$ cat config.mk
export PLATFORM = sky130hd
export DESIGN_NAME = psl_front_flat
export DESIGN_NICKNAME = d
export VERILOG_FILES = /design/src/hw/rtl/psl_pkg.sv /design/src/hw/rtl/psl_ifs.sv /design/src/hw/rtl/psl_front.sv /design/src/flat_wrapper.sv
export SDC_FILE = /design/constraint.sdc
export NUM_CORES = 1
export LEC_CHECK = 0
export BUFFER_PORTS_ARGS = -buffer_cell sky130_fd_sc_hd__clkbuf_2
export CELL_PAD_IN_SITES_DETAIL_PLACEMENT = 0
export CELL_PAD_IN_SITES_GLOBAL_PLACEMENT = 1
export CORE_UTILIZATION = 17
export CTS_CLUSTER_SIZE = 20
export DETAILED_ROUTE_END_ITERATION = 16
export GPL_TIMING_DRIVEN = 0
export PLACE_DENSITY_LB_ADDON = 0.1
export SYNTH_ARGS = -nofsm -noshare
export SYNTH_HDL_FRONTEND = slang
export SYNTH_SLANG_ARGS = --single-unit
$ cat constraint.sdc
create_clock -name clk -period 3.7 [get_ports clk]
set_clock_uncertainty 0.2 [all_clocks]
set_input_delay 0 -clock clk [delete_from_list [all_inputs] [get_ports clk]]
set_output_delay 0 -clock clk [all_outputs]
set_load 0.02 [all_outputs]
$ cat src/hw/rtl/psl_pkg.sv
// Shared types, widths and codes for the parent-set score lookup block.
package psl_pkg;

  // Default sizing
  localparam int PSL_MAX_NODES   = 16;
  localparam int PSL_MAX_ENTRIES = 64;
  localparam int PSL_SCORE_W     = 48;
  localparam int PSL_QUEUE_DEPTH = 2;

  // Fixed field widths of the channels
  localparam int OP_W   = 2;
  localparam int NODE_W = 4;
  localparam int SLOT_W = 6;
  localparam int ECNT_W = 7;
  localparam int MASK_W = 16;
  localparam int NC_W   = 5;

  localparam logic [NC_W-1:0] NC_RESET = 5'd16;

  // Operation codes carried by an input transaction
  localparam logic [OP_W-1:0] OP_LOAD   = 2'd0;
  localparam logic [OP_W-1:0] OP_COUNT  = 2'd1;
  localparam logic [OP_W-1:0] OP_LOOKUP = 2'd2;

  // Command kinds handed from the front end to the back end
  localparam int KIND_W = 2;
  localparam logic [KIND_W-1:0] KIND_NOP    = 2'd0;
  localparam logic [KIND_W-1:0] KIND_WRITE  = 2'd1;
  localparam logic [KIND_W-1:0] KIND_COUNT  = 2'd2;
  localparam logic [KIND_W-1:0] KIND_LOOKUP = 2'd3;

  typedef struct packed {
    logic [KIND_W-1:0] kind;
    logic              first;
    logic              node_ok;
  } cmd_ctl_t;

  // Command layout at the default sizing
  typedef struct packed {
    cmd_ctl_t                 ctl;
    logic [3:0]               node_idx;
    logic [9:0]               addr;
    logic [6:0]               cnt;
    logic [MASK_W-1:0]        cmask;
    logic [MASK_W-1:0]        pmask;
    logic signed [PSL_SCORE_W-1:0] score;
  } psl_cmd_t;

endpackage

$ cat src/hw/rtl/psl_ifs.sv
// Valid/ready channel interfaces for the input items and the results.
interface psl_in_if #(
  parameter int SCORE_WIDTH = psl_pkg::PSL_SCORE_W
);
  import psl_pkg::*;

  logic                          valid;
  logic                          ready;
  logic [OP_W-1:0]               operation;
  logic [NODE_W-1:0]             node;
  logic [SLOT_W-1:0]             slot;
  logic [ECNT_W-1:0]             entry_count;
  logic [MASK_W-1:0]             parent_mask;
  logic signed [SCORE_WIDTH-1:0] entry_score;
  logic                          first_node;

  modport source (output valid, operation, node, slot, entry_count, parent_mask,
                  entry_score, first_node, input ready);
  modport sink   (input valid, operation, node, slot, entry_count, parent_mask,
                  entry_score, first_node, output ready);
endinterface


$ cat src/hw/rtl/psl_front.sv
// Front end: takes input transactions, decodes and range-checks them into commands.
module psl_front #(
  parameter type cmd_t          = psl_pkg::psl_cmd_t,
  parameter int  MAX_NODES      = psl_pkg::PSL_MAX_NODES,
  parameter int  MAX_ENTRIES_PER_NODE = psl_pkg::PSL_MAX_ENTRIES,
  parameter int  SCORE_WIDTH    = psl_pkg::PSL_SCORE_W
) (
  input  logic                      clk,
  input  logic                      rst_n,
  psl_in_if.sink                    in_chan,
  input  logic                      cfg_valid,
  output logic                      cfg_ready,
  input  logic [psl_pkg::NC_W-1:0]  cfg_data,
  input  logic                      q_full,
  output logic                      q_push,
  output cmd_t                      q_cmd
);
  import psl_pkg::*;

  localparam int NCNT   = (MAX_NODES < 16) ? MAX_NODES : 16;
  localparam int NIDX_W = $clog2(NCNT);
  localparam int ROWS   = NCNT * MAX_ENTRIES_PER_NODE;
  localparam int ROW_AW = $clog2(ROWS);
  localparam int CNT_W  = $clog2(MAX_ENTRIES_PER_NODE + 1);

  logic [NC_W-1:0]   node_count_r;
  logic              node_ok;
  logic              slot_ok;
  logic [ROW_AW-1:0] row_base;
  logic [CNT_W-1:0]  cnt_sat;
  logic [MASK_W-1:0] cmask;

  // Node count register; users send writes only while the block is idle (unchecked)
  assign cfg_ready = 1'b1;

  always_ff @(posedge clk) begin
    if (!rst_n) begin
      node_count_r <= NC_RESET;
    end else if (cfg_valid) begin
      node_count_r <= cfg_data;
    end
  end

  // Accept whenever the queue has room
  assign in_chan.ready = !q_full;
  assign q_push        = in_chan.valid && !q_full;

  // Range checks and derived values
  assign node_ok  = (int'(in_chan.node) < MAX_NODES);
  assign slot_ok  = (int'(in_chan.slot) < MAX_ENTRIES_PER_NODE);
  assign row_base = ROW_AW'(NIDX_W'(in_chan.node)) * ROW_AW'(MAX_ENTRIES_PER_NODE);
  assign cnt_sat  = (int'(in_chan.entry_count) > MAX_ENTRIES_PER_NODE) ?
                    CNT_W'(MAX_ENTRIES_PER_NODE) : CNT_W'(in_chan.entry_count);
  assign cmask    = (node_count_r >= NC_W'(MASK_W)) ? '1 :
                    ((MASK_W'(1) << node_count_r) - MASK_W'(1));

  // Command build
  always_comb begin
    q_cmd             = '0;
    q_cmd.ctl.first   = in_chan.first_node;
    q_cmd.ctl.node_ok = node_ok;
    q_cmd.node_idx    = NIDX_W'(in_chan.node);
    q_cmd.cnt         = cnt_sat;
    q_cmd.cmask       = cmask;
    q_cmd.pmask       = in_chan.parent_mask;
    q_cmd.score       = in_chan.entry_score;
    q_cmd.addr        = row_base;
    case (in_chan.operation)
      OP_LOAD: begin
        if (node_ok && slot_ok) begin
          q_cmd.ctl.kind = KIND_WRITE;
          q_cmd.addr     = row_base + ROW_AW'(in_chan.slot);
        end else begin
          q_cmd.ctl.kind = KIND_NOP;
        end
      end
      OP_COUNT: begin
        q_cmd.ctl.kind = node_ok ? KIND_COUNT : KIND_NOP;
      end
      OP_LOOKUP: begin
        q_cmd.ctl.kind = KIND_LOOKUP;
      end
      default: begin
        q_cmd.ctl.kind = KIND_NOP;
      end
    endcase
  end

endmodule

$ cat src/flat_wrapper.sv
// flat-port wrapper written by rule: the top's interface ports become plain ports
module psl_front_flat import psl_pkg::*;
#(
  parameter type cmd_t          = psl_pkg::psl_cmd_t,
  parameter int  MAX_NODES      = psl_pkg::PSL_MAX_NODES,
  parameter int  MAX_ENTRIES_PER_NODE = psl_pkg::PSL_MAX_ENTRIES,
  parameter int  SCORE_WIDTH    = psl_pkg::PSL_SCORE_W
)
  (clk, rst_n, cfg_valid, cfg_ready, cfg_data, q_full, q_push, q_cmd, in_chan_valid, in_chan_operation, in_chan_node, in_chan_slot, in_chan_entry_count, in_chan_parent_mask, in_chan_entry_score, in_chan_first_node, in_chan_ready);
  psl_in_if #(.SCORE_WIDTH(SCORE_WIDTH)) in_chan_i ();
  input  logic clk;
  input  logic rst_n;
  input  logic cfg_valid;
  output logic cfg_ready;
  input  logic [psl_pkg::NC_W-1:0] cfg_data;
  input  logic q_full;
  output logic q_push;
  output cmd_t q_cmd;
  input wire logic [$bits(in_chan_i.valid)-1:0] in_chan_valid;
  input wire logic [$bits(in_chan_i.operation)-1:0] in_chan_operation;
  input wire logic [$bits(in_chan_i.node)-1:0] in_chan_node;
  input wire logic [$bits(in_chan_i.slot)-1:0] in_chan_slot;
  input wire logic [$bits(in_chan_i.entry_count)-1:0] in_chan_entry_count;
  input wire logic [$bits(in_chan_i.parent_mask)-1:0] in_chan_parent_mask;
  input wire logic [$bits(in_chan_i.entry_score)-1:0] in_chan_entry_score;
  input wire logic [$bits(in_chan_i.first_node)-1:0] in_chan_first_node;
  output wire logic [$bits(in_chan_i.ready)-1:0] in_chan_ready;
  assign in_chan_i.valid = in_chan_valid;
  assign in_chan_i.operation = in_chan_operation;
  assign in_chan_i.node = in_chan_node;
  assign in_chan_i.slot = in_chan_slot;
  assign in_chan_i.entry_count = in_chan_entry_count;
  assign in_chan_i.parent_mask = in_chan_parent_mask;
  assign in_chan_i.entry_score = in_chan_entry_score;
  assign in_chan_i.first_node = in_chan_first_node;
  assign in_chan_ready = in_chan_i.ready;
  psl_front #(.cmd_t(cmd_t), .MAX_NODES(MAX_NODES), .MAX_ENTRIES_PER_NODE(MAX_ENTRIES_PER_NODE), .SCORE_WIDTH(SCORE_WIDTH)) u_core (.clk(clk), .rst_n(rst_n), .in_chan(in_chan_i), .cfg_valid(cfg_valid), .cfg_ready(cfg_ready), .cfg_data(cfg_data), .q_full(q_full), .q_push(q_push), .q_cmd(q_cmd));
endmodule
After elaboration in Yosys (flattened, before gate mapping). Index checks and enable logic that the tools add are counted.

$add $sub $neg: 2. Muxes and demuxes: 4. Eq/ne operators: 2. Reduce and logical (&&, ||, !) cells: 3. Magnitude comparators: 2. Shift-type cells: 1.

Operators with widths (count): 16-bit 2-to-1 mux (1); 1-bit by 5-bit << shifter with 16-bit output, first input constant (1); 16-bit by 1-bit subtractor with 16-bit output, second input constant (1); 10-bit by 6-bit adder with 10-bit output (1); 10-bit 2-to-1 mux (1); 7-bit greater-than comparator, second input constant (1); 7-bit 2-to-1 mux (1); 2-bit case mux with 3 select lines (1); 5-bit greater-or-equal comparator, second input constant (1); 2-bit by 1-bit == test with 1-bit output, second input constant (1); 2-bit == test, second input constant (1); 2-bit logical NOT (1); 1-bit logical AND (1); 1-bit logical NOT (1).

Input port bits: 94. Logic and storage cells: 15. Bits in registers: 5.

Logic depth before layout (Yosys ltp).
Depth in word-level cells: 3. Depth in mapped cells: 9. Gate-level depth less buffers: 7.

Worst setup path before layout. Ideal clock, no wire load.

Path type: flip-flop to output port. Start point: register u_core.node_count_r[3]. End point: output q_cmd[70] in the netlist's numbering. Data required time: 3500 ps. Path buffers: 2. Stages on the path, launching flop included: 9. Slack: 1320 ps. Arrival: 2180 ps. Cells stage by stage: dfxtp_1 > buf_6 > or3_1 > or3_1 > ha_1 > clkbuf_1 > nor3_1 > a21oi_1 > o21ai_0.

RTL lines: start, declared (line psl_front.sv:26) `logic [NC_W-1:0] node_count_r;`; start signal, assigned (line psl_front.sv:40) `node_count_r <= cfg_data;`; end, declared (line flat_wrapper.sv:18) `output cmd_t q_cmd;`.

==> metrics <==
status finished, final reports clean; Routed WL per cell 9.93 um; Die Width 86.9 um; Synth top area share 46.0%; post-synth cell types 31; #FFs+latches synth 5; part of the power in the clock network 23.3%; Core Area 0.00687 sq mm; ant diodes 0; root buf cell clkbuf_8; CP Launch Type flop; CTS tree yes; CP Data Required Time 3500 ps; Int Pwr 257 uW; DR vias 1455; crit-path cells or3_1, or3_1, ha_1, clkbuf_1, nor3_1, mux2i_1, o211ai_1, clkbuf_2; most flop-heavy register u_core.node_count_r; max cap viols 0; P per Cell Area 207 mW/mm^2; Setup crit end kind output port; Worst path top cell family by delay simple AND/OR/NAND/NOR gates; fin nets 407; fin util 30.6%; Sw Ratio 40.7%; Logic pwr share 62.5%; Site Rows 30; Detail Placement HPWL 3450 um; Final Slew Violations 0; RSZ-0062 raised after global routing false; CTS sink cnt 5; placer congestion estimate 0.689; Final Hold Vio Count 0; Yosys warnings 0; Async S/R FF share, synth 0%; sw power 177 uW; CP max-delay cell or3_1; Worst EP arrival 2500 ps; Global Route Usage Sum 9.30%; fmax 0.370 GHz; Post-synth EDFFs 0; Die ar. 0.00755 sq mm; TNS Setup 0 ps; Layout area overhead 71.4%; sequential share of the synthesized area 8.17%; final critical-path share of the clock period 73.0%; vias per inst 3.60; vias in the first global route 1195; Mapped Area 0.00122 sq mm; most frequent CP cell or3_1; Max Buffers Root-to-Sink 2; max FFs per register 5; Synth area leader buf_4; share of cells above drive strength 1 69.2%; Worst path max stage delay 400 ps; largest net degree at the start of global routing 11; post-CTS sizing 0; final WL 4010 um; hold crit path type input pin to output port; Mean Syn Cell Area 7.29 sq um; largest fanout on the critical path 10; global-route wire length before repair 5590 um; drt pass-1 iters 6; Final ANT Viol Nets 0; DRC 0; Sequential Power Share 14.2%; DR iter-0 viols 38; worst path bufs/invs 2; CTS clk-pin slew, worst paths 40 ps; Pwr Total 434 uW; hold slack 23.6 ps; P_leak 1.22 nW; Initial Util 17.8%; io pins 202; Worst-Skew Late Latency 220 ps; setup violators final 0; CTS Buf Count 3; Crit Path Category flop to output port; Main synth FF type dfxtp_1; initial antenna violation count 0; maximum vdd drop 0.000177 V; IO Port Bufs 129; Cells after Synth 168; fin crit period 2700 ps; die height 86.9 um; GRT overflow 0; ranking of synthesized cells by area buf_4 46%, dfxtp_1 8.2%, nor2b_1 5.6%; biggest regs u_core.node_count_r: 5 flops; H-tree levels 1
cells in the mapped netlist, types with 2 or more instances:
master	number
nand2_1	4
ha_1	4
clkbuf_1	7
and2_1	6
o21ai_0	3
mux2i_1	6
nor2_1	5
o211ai_1	3
nor2b_1	11
buf_4	75
nor3_1	2
buf_2	2
dfxtp_1	5
or3_1	4
nand2b_1	5
inv_1	5
a21o_1	2
or2_2	2
a21oi_1	5
power by group through the flow:
stage / combinational (mW) / sequential [mW] / clock [mW]
final: 0.271 / 0.0618 / 0.101
after global placement: 0.270 / 0.0629 / 0
after CTS: 0.274 / 0.0619 / 0.103
after floorplan: 0.191 / 0.0611 / 0
after detailed placement: 0.268 / 0.0627 / 0
after global routing: 0.293 / 0.0625 / 0.112
placed cells by master, fill, tap and decap left out, types with 2 or more instances in the layout:
cell,n
clkbuf_1,8
and2_1,6
nand2_1,4
a21oi_1,5
inv_1,5
mux2i_1,6
nor2_1,5
or2_2,2
buf_2,2
buf_4,75
ha_1,4
dfxtp_1,5
nand2b_1,5
clkbuf_2,129
conb_1,2
dlygate4sd3_1,6
o21ai_0,3
a21o_1,2
o211ai_1,3
nor3_1,2
or3_1,4
clkbuf_8,3
nor2b_1,11
cells by family after synthesis:
group	after synthesis	synth area share, %
AO/OA/AOI/OAI	18	9.81
XOR/XNOR	1	0.715
adder cells (fa/ha/maj)	4	4.09
buffers and inverters	90	51.4
flip-flops	5	8.17
multiplexers	6	4.90
other	1	0.306
AND/OR/NAND/NOR	43	20.6
final timing paths:
path,cells past startpoint,startpoint,slack (ps),end
max reg2reg,4,u_core.node_count_r[4]$_SDFFE_PN1P_,1820,u_core.node_count_r[4]$_SDFFE_PN1P_
max,8,u_core.node_count_r[2]$_SDFFE_PN0P_,1000,q_cmd[68]
min reg2reg,3,u_core.node_count_r[0]$_SDFFE_PN0P_,570,u_core.node_count_r[0]$_SDFFE_PN0P_
min,2,in_chan_entry_score[14],20,q_cmd[14]
final cells by class:
class	instances	area, sq um
fill	760	4770
buffer	85	611
timing repair buffer	135	706
clock buffer	4	45.0
tap	96	120
inverter	5	18.8
sequential	5	100
multi-input combinational	74	499
metrics by stage:
| stage | worst slack [ps] | area [sq um] | instances |
|---|---|---|---|
| after floorplan | 1320 | 1230 | 169 |
| after global placement | 1180 | 1990 | 394 |
| after detailed placement | 1210 | 1990 | 394 |
| after CTS | 972 | 2100 | 404 |
| after global routing | 754 | 2100 | 404 |
| final | 998 | 2100 | 404 |
per-layer routing:
metal,share of wire [%],track usage (%),vias up
met5,0,0,-
met1,41,10.9,599
li1,-,-,741
met4,0.62,2.73,0
met3,11,1.80,2
met2,47,17.0,113
repair_timing:
action / 4_1_cts / 5_1_grt
endpoints found under the setup margin: 0 / 0
buffers inserted: 0 / 0
endpoints found under the hold margin: 5 / 0
hold buffers: 6 / 0
Note: power is estimated with default switching activity, not from simulation.
