### config.mk
export PLATFORM = sky130hd
export DESIGN_NAME = psl_fifo
export DESIGN_NICKNAME = d
export VERILOG_FILES = /design/src/hw/rtl/psl_pkg.sv /design/src/hw/rtl/psl_fifo.sv
export SDC_FILE = /design/constraint.sdc
export NUM_CORES = 1
export LEC_CHECK = 0
export BUFFER_PORTS_ARGS = -buffer_cell sky130_fd_sc_hd__buf_2
export CAP_MARGIN = 0
export CORE_MARGIN = 3
export CORE_UTILIZATION = 50
export DETAILED_ROUTE_END_ITERATION = 16
export GPL_TIMING_DRIVEN = 0
export PLACE_DENSITY = 0.72
export SETUP_SLACK_MARGIN = 0.3
export SYNTH_ARGS = -nofsm -noshare
export SYNTH_HDL_FRONTEND = slang
export SYNTH_SLANG_ARGS = --single-unit
### constraint.sdc
create_clock -name clk -period 14.78 [get_ports clk]
set_clock_uncertainty 0.1 [all_clocks]
set_input_delay 1.478 -clock clk [delete_from_list [all_inputs] [get_ports clk]]
set_output_delay 1.478 -clock clk [all_outputs]
set_load 0.05 [all_outputs]
### src/hw/rtl/psl_pkg.sv
// Shared types, widths and codes for the parent-set score lookup block.
package psl_pkg;

  // Default sizing
  localparam int PSL_MAX_NODES   = 16;
  localparam int PSL_MAX_ENTRIES = 64;
  localparam int PSL_SCORE_W     = 48;
  localparam int PSL_QUEUE_DEPTH = 2;

  // Fixed field widths of the channels
  localparam int OP_W   = 2;
  localparam int NODE_W = 4;
  localparam int SLOT_W = 6;
  localparam int ECNT_W = 7;
  localparam int MASK_W = 16;
  localparam int NC_W   = 5;

  localparam logic [NC_W-1:0] NC_RESET = 5'd16;

  // Operation codes carried by an input transaction
  localparam logic [OP_W-1:0] OP_LOAD   = 2'd0;
  localparam logic [OP_W-1:0] OP_COUNT  = 2'd1;
  localparam logic [OP_W-1:0] OP_LOOKUP = 2'd2;

  // Command kinds handed from the front end to the back end
  localparam int KIND_W = 2;
  localparam logic [KIND_W-1:0] KIND_NOP    = 2'd0;
  localparam logic [KIND_W-1:0] KIND_WRITE  = 2'd1;
  localparam logic [KIND_W-1:0] KIND_COUNT  = 2'd2;
  localparam logic [KIND_W-1:0] KIND_LOOKUP = 2'd3;

  typedef struct packed {
    logic [KIND_W-1:0] kind;
    logic              first;
    logic              node_ok;
  } cmd_ctl_t;

  // Command layout at the default sizing
  typedef struct packed {
    cmd_ctl_t                 ctl;
    logic [3:0]               node_idx;
    logic [9:0]               addr;
    logic [6:0]               cnt;
    logic [MASK_W-1:0]        cmask;
    logic [MASK_W-1:0]        pmask;
    logic signed [PSL_SCORE_W-1:0] score;
  } psl_cmd_t;

endpackage

### src/hw/rtl/psl_fifo.sv
// Small command queue between the front end and the back end.
module psl_fifo #(
  parameter type cmd_t = psl_pkg::psl_cmd_t,
  parameter int  DEPTH = psl_pkg::PSL_QUEUE_DEPTH
) (
  input  logic clk,
  input  logic rst_n,
  input  logic push,
  input  cmd_t push_data,
  input  logic pop,
  output cmd_t pop_data,
  output logic full,
  output logic empty
);

  localparam int PW = (DEPTH > 1) ? $clog2(DEPTH) : 1;
  localparam int FW = $clog2(DEPTH + 1);
  localparam logic [PW-1:0] LAST = PW'(DEPTH - 1);

  cmd_t          slots_r [DEPTH];
  logic [PW-1:0] wr_ptr_r, wr_ptr_nxt;
  logic [PW-1:0] rd_ptr_r, rd_ptr_nxt;
  logic [FW-1:0] fill_r, fill_nxt;

  assign full     = (fill_r == FW'(DEPTH));
  assign empty    = (fill_r == '0);
  assign pop_data = slots_r[rd_ptr_r];

  // Pointer and fill count update
  always_comb begin
    wr_ptr_nxt = wr_ptr_r;
    rd_ptr_nxt = rd_ptr_r;
    fill_nxt   = fill_r;
    if (push) begin
      wr_ptr_nxt = (wr_ptr_r == LAST) ? '0 : wr_ptr_r + 1'b1;
    end
    if (pop) begin
      rd_ptr_nxt = (rd_ptr_r == LAST) ? '0 : rd_ptr_r + 1'b1;
    end
    if (push && !pop) begin
      fill_nxt = fill_r + 1'b1;
    end else if (pop && !push) begin
      fill_nxt = fill_r - 1'b1;
    end
  end

  always_ff @(posedge clk) begin
    if (!rst_n) begin
      wr_ptr_r <= '0;
      rd_ptr_r <= '0;
      fill_r   <= '0;
    end else begin
      wr_ptr_r <= wr_ptr_nxt;
      rd_ptr_r <= rd_ptr_nxt;
      fill_r   <= fill_nxt;
    end
  end

  // Storage, no reset needed
  always_ff @(posedge clk) begin
    if (push) begin
      slots_r[wr_ptr_r] <= push_data;
    end
  end

endmodule

* Yosys cells after proc, flatten, opt, wreduce, memory -nomap -nowiden *
Memories as Yosys holds them, arrays and structs flattened. A register that Yosys moved wholly into a read port is not among the register bits.
Cells that the tools add are included.

word-level totals
  flip-flop bits (word level) = 4
  latch bits = 0
  bits in writable memories = 210
  memory bits (read-only) = 0
  input bits = 109
  word-level logic and storage cells = 23
  memories = 1

memories
  memory   depth  bits a word  rd ports  clocked after Yosys merged registers in  wr ports  line            text
  slots_r  2      105          1         1                                        1         psl_fifo.sv:20  cmd_t slots_r [DEPTH];

cells by class
  add/subtract/negate cells = 4
  $mul = 0
  div/mod/pow operators = 0
  $lt $le $gt $ge = 0
  equality and inequality tests = 1
  shift-type cells = 0
  muxes and demuxes = 8
  bitwise operators = 0
  reduce and logical (&&, ||, !) cells = 6

operator list
  cell                 count
  $mux 1               6
  $mux 2               2
  $add 1x1->1 const B  2
  $add 2x1->2 const B  1
  $eq 2x2->1 const B   1
  $logic_and 1x1->1    2
  $logic_not 1->1      2
  $logic_not 2->1      1
  $reduce_bool 2->1    1
  $sub 2x1->2 const B  1

* Logic depth before layout (Yosys ltp) *
Gate-level depths: netlist (run 1).

  word-level depth = 4
  depth in mapped cells = 5

* Least setup slack after synthesis (run 1) *
OpenSTA, ideal clock, no wires.

  path type = input port to flip-flop
  start = input push
  end = memory slots_r[0][0] in the netlist's numbering, enable pin
  library setup time = 583 ps
  data arrival time = 6075 ps
  data required time = 14097 ps
  slack = 8023 ps
  stages on the path = 1
  cells stage by stage = nor2b_1

on the way
  cells in the longest elaborated chain, start to end = 2

RTL lines
  element                       line            text
  from (decl)                   psl_fifo.sv:8   input logic push,
  $mux 1                        psl_fifo.sv:61  if (push) begin
  $mux 1 (not written as such)  psl_fifo.sv:62  slots_r[wr_ptr_r] <= push_data;
  to (decl)                     psl_fifo.sv:20

Every way passes these cells.

==> results of run 1 <==
==> Yosys cell counts <==
cell type / number / share of area
edfxtp_1: 210 / 0.78
mux2_2: 55 / 0.077
mux2_4: 50 / 0.093
buf_12: 5 / 0.012
buf_2: 5 / 0.0031
dfxtp_1: 5 / 0.012
and2_1: 4 / 0.0031
nor2b_1: 3 / 0.0023
xor2_1: 2 / 0.0022
a21boi_1: 1 / 0.00093
buf_6: 1 / 0.0014
buf_8: 1 / 0.0019
ha_1: 1 / 0.0016
inv_1: 1 / 0.00047
nor2_1: 1 / 0.00047
o21a_1: 1 / 0.00093
o21ai_0: 1 / 0.00062
or3_1: 1 / 0.00078
xnor2_1: 1 / 0.0011
==> power breakdown <==
| group | internal [W] | switching (W) |
|---|---|---|
| registers | 0.000705 | 0.00000805 |
| logic | 0.0000808 | 0.000167 |
| clock network | 0.000319 | 0.000211 |
| total | 0.00110 | 0.000386 |
==> sequential cells by signal (all words and copies together) (netlist names), named ones only <==
| signal | flops |
|---|---|
| fill_r | 2 |
| rd_ptr_r | 1 |
| slots_r | 210 |
| wr_ptr_r | 1 |
==> cells by family after synthesis <==
logic type / share of synthesized area
AO/OA/AOI/OAI: 0.00249
XOR/XNOR: 0.00327
adder cells (fa/ha/maj): 0.00156
flip-flops: 0.796
AND/OR/NAND/NOR: 0.00669
multiplexers: 0.170
buffers and inverters: 0.0193
==> area by class of cell <==
type,instances,area (um2),area share
buffer,12,151,0.0149
clock buffer,28,594,0.0584
clock inverter,11,106,0.0104
inverter,1,3.75,0.000369
multi-input combinational,121,1490,0.147
sequential,215,6410,0.629
tap,211,264,0.0259
timing repair buffer,219,1160,0.114
==> per-layer routing <==
layer | track usage | up-vias | part of all wire
met1 | 0.195 | 1957 | 0.39
met2 | 0.264 | 180 | 0.48
li1 | - | 1876 | -
met3 | 0.0696 | 22 | 0.11
met5 | 0 | - | 0
met4 | 0.0404 | 0 | 0.018
==> critical path, delay by kind of cell, from the launching register on <==
| family | cells | cell delay [ns] |
|---|---|---|
| buffers and inverters | 4 | 0.68 |
| multiplexers | 1 | 0.31 |
| flip-flops | 1 | 0.32 |
==> cell usage in the layout, fill, tap and decap left out, types with 2 or more instances in the layout <==
master / Yosys / routed
bufinv_16: 0 / 2
and2_1: 4 / 3
buf_12: 5 / 8
dfxtp_1: 5 / 5
mux2_4: 50 / 50
buf_2: 5 / 220
clkbuf_16: 0 / 23
xor2_1: 2 / 2
nor2b_1: 3 / 2
edfxtp_1: 210 / 210
mux2_2: 55 / 55
clkinv_1: 0 / 3
clkbuf_1: 0 / 5
clkinvlp_4: 0 / 2
clkinv_2: 0 / 4
==> through the flow <==
| stage | cells | hold WS [ns] | power, W | utilization | instance area [um2] |
|---|---|---|---|---|---|
| after floorplan | 349 | 0.366 | 0.000916 | - | 8040 |
| after global placement | 775 | 0.377 | 0.000973 | 0.606 | 9380 |
| after detailed placement | 779 | 0.408 | 0.000976 | 0.612 | 9480 |
| after CTS | 818 | 0.419 | 0.00151 | 0.658 | 10200 |
| after global routing | 818 | 0.456 | 0.00155 | 0.658 | 10200 |
| final | 818 | 0.409 | 0.00149 | 0.658 | 10200 |
==> path summary, 6_finish.rpt <==
path	start	end	slack, ns	cells after the start
min	fill_r[1]$_SDFFE_PN0P_	fill_r[1]$_SDFFE_PN0P_	0.41	2
max reg2reg	wr_ptr_r$_SDFFE_PN0P_	slots_r[1][83]$_DFFE_PP_	12.95	2
min reg2reg	fill_r[1]$_SDFFE_PN0P_	fill_r[1]$_SDFFE_PN0P_	0.41	2
max	register	pop_data[35]	11.40	5
==> summary.md, run 1 <==
| Metric | Value |
|---|---|
| Worst EP required | 13.20 ns |
| Initial DRC count | 142 |
| Initial antenna violation count | 0 |
| Placement Setup Slack | 11.72 ns |
| Worst-Skew Late Latency | 0.49 ns |
| CTS Root Cell | clkbuf_16 |
| Routed WL per cell | 17.8 um |
| Largest net degree at the start of global routing | 68 |
| Total GRT Usage | 0.160 |
| Synthesis Warnings | 0 |
| Core area | 0.0155 mm2 |
| Fin crit period | 3.38 ns |
| Register area share after synthesis | 0.796 |
| Post-Synthesis Cell Area | 0.00804 mm2 |
| Final worst slack | 11.40 ns |
| Antenna cells | 0 |
| Final net count | 702 |
| Num CTS Buffers | 22 |
| DP HPWL | 9970 um |
| Hold-fix buffers, CTS | 0 |
| Power per cell area | 146 mW/mm2 |
| Worst Setup End Kind | output pin |
| Max stage delay on crit path | 0.32 ns |
| Fin crit share | 0.229 |
| Clk sinks | 215 |
| Die Footprint | 0.0176 mm2 |
| WS Path Type | reg2out |
| Startpoint types | register |
| Hold WC Path Type | reg2reg |
| Cell variety after synth | 19 |
| CP max-delay cell | dfxtp_1 |
| Worst-Margin Slew | 0.809 ns |
| FF+latch count, synth | 215 |
| CP Max Fanout | 10 |
| TritonRoute pass-1 iters | 4 |
| Area Growth Syn to Fin | 26.6% |
| Leak Pwr | 3.96 nW |
| Antenna-violating nets left | 0 |
| Total setup buffers inserted after CTS | 0 |
| GP Congestion | 0.720 |
| First-pass GRT wire length | 22500 um |
| Maximum clock frequency | 0.296 GHz |
| Vias/cell | 4.93 |
| # DRC | 0 |
| Vias | 4035 |
| Post-synth net total | 459 |
| RSZ-0062 raised after global routing | false |
| Die H | 133 um |
| Share of cells above drive strength 1 | 0.608 |
| # rows | 45 |
| Final hold vios | 0 |
| VDD IR max | 0.000113 V |
| I/O pin cnt | 216 |
| Initial core utilization | 0.520 |
| Status | finished, final reports clean |
| Post-synthesis cell count | 349 |
| CTS tree | yes |
| Port Buffers | 215 |
| CTS clock-pin slew for the worst setup and hold paths | 0.06 ns |
| CP cell instances | buf_6 -> buf_8 -> buf_12 -> mux2_4 -> buf_2 |
| Fin Setup TNS | 0 ns |
| Final wirelength | 14600 um |
| Slew Limit Fails | 0 |
| Max cap viols | 0 |
| CTS H-tree lvls | 1 |
| Worst-case clock buffer depth | 3 |
| Vias in the first global route | 4358 |
| Final setup viols | 0 |
| Filler cells | 1088 |
| Die W | 133 um |
| Grt ovf | 0 |
| Max_slew headroom | 0.460 |
| Post-CTS Resized | 0 |
| Worst Path Arrival | 1.80 ns |
| Synth Area per Inst | 23.0 um2 |
Note: power is estimated with default switching activity, not from simulation.
==> run 2, diff against run 1 <==
- CORE_UTILIZATION: 50 -> 47
- PLACE_DENSITY: 0.72 -> 0.71
- clock period: 14.78 -> 3.1 ns (I/O delays scaled with it)
==> run 2 against run 1 <==
Hold slack got worse by 0.33 ns. Combinational power increased to 5.2 times the previous value. Clock power increased to 4.9 times the previous value. Power increased to 4.9 times the previous value. Utilization increased by 2.0 points. Final area increased by 11%. Register-to-register slack got worse by 12 ns. Count of clock-buffer cells in the layout decreased by 3. Flip-flop and latch count unchanged. Via count increased by 12%. Highest routed layer unchanged. Largest power group unchanged. Non-clock buffer count increased by 106.
==> summary.md, run 2 (same netlist as run 1, synthesis figures left out) <==
| Metric | Value |
|---|---|
| Status | finished, final reports clean |
| Worst-case clock buffer depth | 3 (unchanged) |
| Hold WC Path Type | in2reg |
| Max stage delay on crit path | 0.40 ns (+0.08 ns) |
| Slew Limit Fails | 0 (unchanged) |
| First-pass GRT wire length | 25000 um (+11%) |
| Top routing layer in use | met4 |
| CTS clock-pin slew for the worst setup and hold paths | 0.06 ns (about the same) |
| Area Growth Syn to Fin | 40.2% |
| Final wirelength | 16500 um (+13%) |
| Worst Hold Depth | 3 (+1) |
| Max_slew headroom | 0.577 (+0.117) |
| Leak Pwr | 4.41 nW (+11%) |
| CTS Root Cell | clkbuf_16 |
| Final worst slack | 0.871 ns (-10.53 ns) |
| Top flop regs | slots_r: 210 flops, fill_r: 2 flops |
| VDD IR max | 0.000532 V (+370%) |
| Initial DRC count | 148 (+4.2%) |
| Startpoint types | register |
| Worst-Margin Slew | 0.635 ns (-0.174 ns) |
| WL met3 | 1520 um (-6.4%) |
| CP cell instances | buf_6 -> buf_2 -> mux2_2 -> buf_2 |
| Vias/cell | 4.84 (-1.9%) |
| RR Endpoint | slots_r[1][39]$_DFFE_PP_ |
| DP HPWL | 10300 um (+3.1%) |
| Num CTS Buffers | 22 (unchanged) |
| Post-layout util | 0.678 (+0.0202) |
| # DRC | 0 (unchanged) |
| Total setup buffers inserted after CTS | 0 (unchanged) |
| Vias | 4517 (+12%) |
| Max cap viols | 0 (unchanged) |
| Routed WL per cell | 17.7 um (-0.72%) |
| Largest net degree at the start of global routing | 62 (-8.8%) |
| Total GRT Usage | 0.173 (+0.0131) |
| Maximum clock frequency | 0.449 GHz |
| Grt ovf | 0 (unchanged) |
| Dominant cell type by count on the critical path | buf_2 |
| Worst Path Arrival | 1.82 ns (+0.02 ns) |
| Vias in the first global route | 4970 (+14%) |
| Antenna cells | 0 (unchanged) |
| Die W | 137 um (+3.0%) |
| Fin crit period | 2.23 ns |
| CP max-delay cell | mux2_2 |
| RSZ-0062 raised after global routing | false |
| GP Congestion | 0.717 (-0.35%) |
| Initial antenna violation count | 0 (unchanged) |
| Most flops, register | slots_r |
| Critical hold path startpoint | pop |
| Fin crit share | 0.719 |
| Final setup viols | 0 (unchanged) |
| Core area | 0.0166 mm2 (+7.5%) |
| Max FFs per register | 210 (unchanged) |
| Clk sinks | 215 (unchanged) |
| Power per cell area | 647 mW/mm2 (+340%) |
| Worst Setup End Kind | output pin |
| Antenna-violating nets left | 0 (unchanged) |
| CTS tree | yes |
| Most common cell after layout, fill and taps aside | buf_2 |
| Worst-Skew Late Latency | 0.49 ns (about the same) |
| TritonRoute pass-1 iters | 4 (unchanged) |
| # rows | 47 (+4.4%) |
| Final net count | 808 (+15%) |
| Filler cells | 1080 (-0.74%) |
| Worst reg2reg setup slack | 1.26 ns (-11.69 ns) |
| WS Path Type | reg2out |
| Initial core utilization | 0.483 (-0.0362) |
| Metal-1 WL | 6000 um (+4.3%) |
| Worst EP required | 2.69 ns (-10.51 ns) |
| Die H | 137 um (+3.0%) |
| Port Buffers | 215 (unchanged) |
| Met2 Wirelength | 8540 um (+23%) |
| CTS H-tree lvls | 1 (unchanged) |
| Placement Setup Slack | 1.22 ns (-10.50 ns) |
| CP Max Fanout | 10 (unchanged) |
| Share of cells above drive strength 1 | 0.520 (-0.0876) |
| Worst reg2reg path startpoint | wr_ptr_r$_SDFFE_PN0P_ |
| Final hold vios | 0 (unchanged) |
| Most frequent cells in the layout | buf_2, edfxtp_1, dlygate4sd3_1 |
| I/O pin cnt | 216 (unchanged) |
| Die Footprint | 0.0187 mm2 (+6.1%) |
| Worst r2r path cells | 2 (unchanged) |
-- run 2: cell count changes in the layout (fill, tap and decap cells not counted), sizes merged --
cell and delta:
dlygate4sd3 +106, clkinvlp +1, bufinv +1, clkinv +1, clkbuf -3
-- run 2: report_power, final --
part | switching (W) | internal [W]
Clock | 0.00103 | 0.00156
Combinational | 0.000832 | 0.000473
Sequential | 0.0000416 | 0.00336
Total | 0.00190 | 0.00539
-- run 2: timing repair --
item                      in CTS  in global routing
hold buffers                 106                  0
hold endpoints to repair     215                  0
gates resized for setup        0                  0
-- run 2: routing by layer --
metal  track usage  vias to the layer above
met1         0.189                     2204
met3        0.0665                       41
met2         0.311                      189
met4        0.0549                        0
li1              -                     2083
met5             0                        -
-- run 2: cell type report --
cell class	count	area (um2)	area share
Tap cell	220	275	0.0244
Inverter	1	3.75	0.000333
Timing Repair Buffer	325	2220	0.197
Clock buffer	25	562	0.0498
Clock inverter	14	164	0.0145
Sequential cell	215	6410	0.568
Multi-Input combinational cell	121	1490	0.132
Buffer	12	151	0.0134
-- run 2: worst max-delay path by stage --
stage / slack, ns / startpoint / cells after the start / end
5_1_grt: 0.77 / register / 4 / pop_data[32]
2_1_floorplan: 0.67 / push / 1 / slots_r[0][0]$_DFFE_PP_
4_1_cts: 0.82 / register / 5 / pop_data[43]
3_5_place_dp: 1.22 / push / 3 / slots_r[1][37]$_DFFE_PP_
6_report: 0.87 / register / 4 / pop_data[32]
3_3_place_gp: -0.22 / push / 2 / slots_r[0][39]$_DFFE_PP_
-- run 2: critical path: cells and delay by family (launching register included) --
kind,cells,cell delay [ns]
buffers and inverters,3,0.60
multiplexers,1,0.40
flip-flops,1,0.33
-- run 2: per-stage QoR --
stage	instance area (um2)	hold slack [ns]	TNS [ns]	total power, W	std cells
global placement	9400	0.382	-22.00	0.00462	784
detailed placement	9490	0.402	0	0.00466	788
finish	11300	0.0788	0	0.00730	933
global route	11300	0.0835	0	0.00755	933
CTS	11300	0.0451	0	0.00734	933
floorplan	8050	0.309	0	0.00436	349
==> run 3, diff against run 2 <==
- CORE_UTILIZATION: 47 -> 50
- PLACE_DENSITY: 0.71 -> 0.72
- clock period: 3.1 -> 2.2 ns (I/O delays scaled with it)
==> run 3 against run 2 <==
Largest cell class unchanged. Routed wire length up 11%. Largest power group unchanged. Highest routed layer unchanged. Global-route usage up 2.9 points. Via count up 1.6%. Combinational power up 69%. Count of clock-buffer cells in the layout up 1. Sequential share of layout area down 3.6 points. First-iteration DRC count up 70%. Die area down 5.7%.
==> summary.md, run 3 (same netlist as run 1, synthesis figures left out) <==
| Metric | Value |
|---|---|
| Status | finished, final reports clean |
| # DRC | 0 (unchanged) |
| Final hold vios | 0 (unchanged) |
| Max FFs per register | 210 (unchanged) |
| Final instance area | 0.0120 mm2 (+6.7%) |
| Most frequent cells in the layout | edfxtp_1, buf_2, dlygate4sd3_1 |
| CTS clock-pin slew for the worst setup and hold paths | 0.06 ns (about the same) |
| Worst-Skew Late Latency | 0.49 ns (about the same) |
| Port Buffers | 215 (unchanged) |
| Die Footprint | 0.0176 mm2 (-5.7%) |
| First-pass GRT wire length | 28200 um (+12%) |
| Max cap viols | 0 (unchanged) |
| Worst Setup End Kind | output pin |
| Most common cell after layout, fill and taps aside | edfxtp_1 |
| RSZ-0062 raised after global routing | true |
| GR peak layer | met2 |
| Final worst slack | 0.129 ns (-0.742 ns) |
| Num CTS Buffers | 22 (unchanged) |
| Initial DRC count | 252 (+70%) |
| Die W | 133 um (-2.9%) |
| Hold WC Path Type | in2reg |
| Met2 Usage GRT | 0.347 (+0.0360) |
| Placed Instance Area | 0.00948 mm2 (-0.11%) |
| Combinational share of power | 0.207 (+0.028) |
| Internal power | 0.00782 W (+45%) |
| Fin crit share | 0.941 |
| Worst Path Arrival | 1.75 ns (-0.07 ns) |
| Initial core utilization | 0.520 (+0.0362) |
| Final net count | 819 (+1.4%) |
| Vias/cell | 4.90 (+1.2%) |
| CTS H-tree lvls | 1 (unchanged) |
| M1 GR Usage | 0.254 (+0.0653) |
| Worst-Margin Slew | 0.583 ns (-0.0524 ns) |
| DP HPWL | 9860 um (-4.1%) |
| Maximum clock frequency | 0.483 GHz |
| Placement Setup Slack | 0.317 ns (-0.903 ns) |
| Dominant cell type by count on the critical path | buf_12 |
| TritonRoute pass-1 iters | 4 (unchanged) |
| Clk sinks | 215 (unchanged) |
| Final setup viols | 0 (unchanged) |
| CTS Root Cell | clkbuf_16 |
| I/O pin cnt | 216 (unchanged) |
| Total GRT Usage | 0.202 (+0.0288) |
| CP Max Fanout | 10 (unchanged) |
| Max stage delay on crit path | 0.34 ns (-0.06 ns) |
| Met3 Use GR | 0.0654 (-0.00114) |
| CP cell instances | buf_12 -> buf_12 -> buf_12 -> mux2_4 -> buf_4 |
| Top flop regs | slots_r: 210 flops, fill_r: 2 flops |
| CTS tree | yes |
| Power per cell area | 881 mW/mm2 (+36%) |
| VDD IR max | 0.000890 V (+68%) |
| Antenna-violating nets left | 0 (unchanged) |
| Net Sw Frac | 0.263 (+0.00157) |
| Initial antenna violation count | 1 (+1) |
| Most flops, register | slots_r |
| Buffers and inverters on the worst path | 4 (+1) |
| Largest net degree at the start of global routing | 58 (-6.5%) |
| Worst EP required | 1.88 ns (-0.81 ns) |
| GP Congestion | 0.768 (+7.0%) |
| # rows | 45 (-4.3%) |
| Vias in the first global route | 4976 (+0.12%) |
| Share of cells above drive strength 1 | 0.523 (+0.00242) |
| Worst reg2reg setup slack | 0.55 ns (-0.71 ns) |
| Grt ovf | 0 (unchanged) |
| Core area | 0.0155 mm2 (-7.0%) |
| Routed WL per cell | 19.5 um (+10%) |
| WS Path Type | reg2out |
| Die H | 133 um (-2.9%) |
| Cell family with most CP delay | buffers and inverters |
| Fin crit period | 2.07 ns |
| CP max-delay cell | dfxtp_2 |
| Leak Pwr | 4.75 nW (+7.7%) |
| Max_slew headroom | 0.612 (+0.0349) |
| Clk network pwr share | 0.340 (-0.015) |
| Worst-case clock buffer depth | 3 (unchanged) |
| Area Growth Syn to Fin | 49.6% |
| Fin Setup TNS | 0 ns (unchanged) |
| Vias | 4591 (+1.6%) |
| Slew Limit Fails | 0 (unchanged) |
| Sequential group share of total power | 0.453 (-0.013) |
| Startpoint types | register |
| Final wirelength | 18200 um (+11%) |
| Psw | 0.00278 W (+46%) |
## run 3: cell types whose count changed in the layout (fill, tap and decap cells not counted), moves of 2 or more
| cell | delta |
|---|---|
| mux2_2 | -21 |
| mux2_4 | +21 |
| dfxtp_1 | -2 |
| dfxtp_2 | +2 |
| clkinv_1 | +4 |
| buf_8 | +22 |
| buf_4 | +62 |
| buf_12 | +3 |
| dlygate4sd3_1 | +2 |
| clkinvlp_4 | -2 |
| buf_16 | +3 |
| buf_2 | -107 |
| buf_6 | +24 |
## run 3: per-stage QoR
stage | hold WS, ns | utilization | instances | power [W]
2_1_floorplan | 0.219 | - | 349 | 0.00614
3_3_place_gp | 0.307 | 0.607 | 775 | 0.00651
3_5_place_dp | 0.312 | 0.612 | 779 | 0.00656
4_1_cts | 0.129 | 0.775 | 934 | 0.0106
5_1_grt | 0.157 | 0.777 | 937 | 0.0109
6_report | 0.158 | 0.777 | 937 | 0.0106
## run 3: final timing paths
check	start	endpoint	cells after the start
worst max-delay path	register	pop_data[41]	5
worst min-delay path	push	slots_r[0][21]$_DFFE_PP_	2
worst max register to register	wr_ptr_r$_SDFFE_PN0P_	slots_r[0][84]$_DFFE_PP_	3
worst min register to register	fill_r[1]$_SDFFE_PN0P_	fill_r[1]$_SDFFE_PN0P_	2
## run 3: power groups by stage
stage	sequential (W)	combinational, W	clock [W]
finish	0.00480	0.00220	0.00361
global route	0.00481	0.00229	0.00385
detailed placement	0.00488	0.00168	0
CTS	0.00479	0.00217	0.00364
floorplan	0.00486	0.00127	0
global placement	0.00487	0.00164	0
## run 3: worst reg2reg max path: stages, from the launching register on
cell     delay, ns
dfxtp_2       0.36
nor2b_4       0.37
buf_12        0.25
buf_12        0.24
## run 3: area by class of cell
class | instances | area [um2]
Clock buffer | 26 | 587
Multi-Input combinational cell | 123 | 1590
Clock inverter | 14 | 114
Timing Repair Buffer | 334 | 2880
Buffer | 12 | 193
Sequential cell | 215 | 6410
Antenna cell | 1 | 2.50
Fill cell | 810 | 3450
Tap cell | 211 | 264
Inverter | 1 | 3.75
## run 3: routing by layer
| metal | wire, um | vias to the layer above |
|---|---|---|
| met2 | 9150 | 197 |
| met1 | 7320 | 2252 |
| met4 | 322 | 0 |
| met3 | 1450 | 27 |
| met5 | 0 | - |
| li1 | - | 2115 |
## run 3: what timing repair did
item,in CTS,in global routing
setup endpoints to repair,105,165
pin swaps,0,1
hold endpoints to repair,215,0
setup buffers,4,0
gates resized for setup,201,5
hold buffers,108,0
gates cloned,3,2
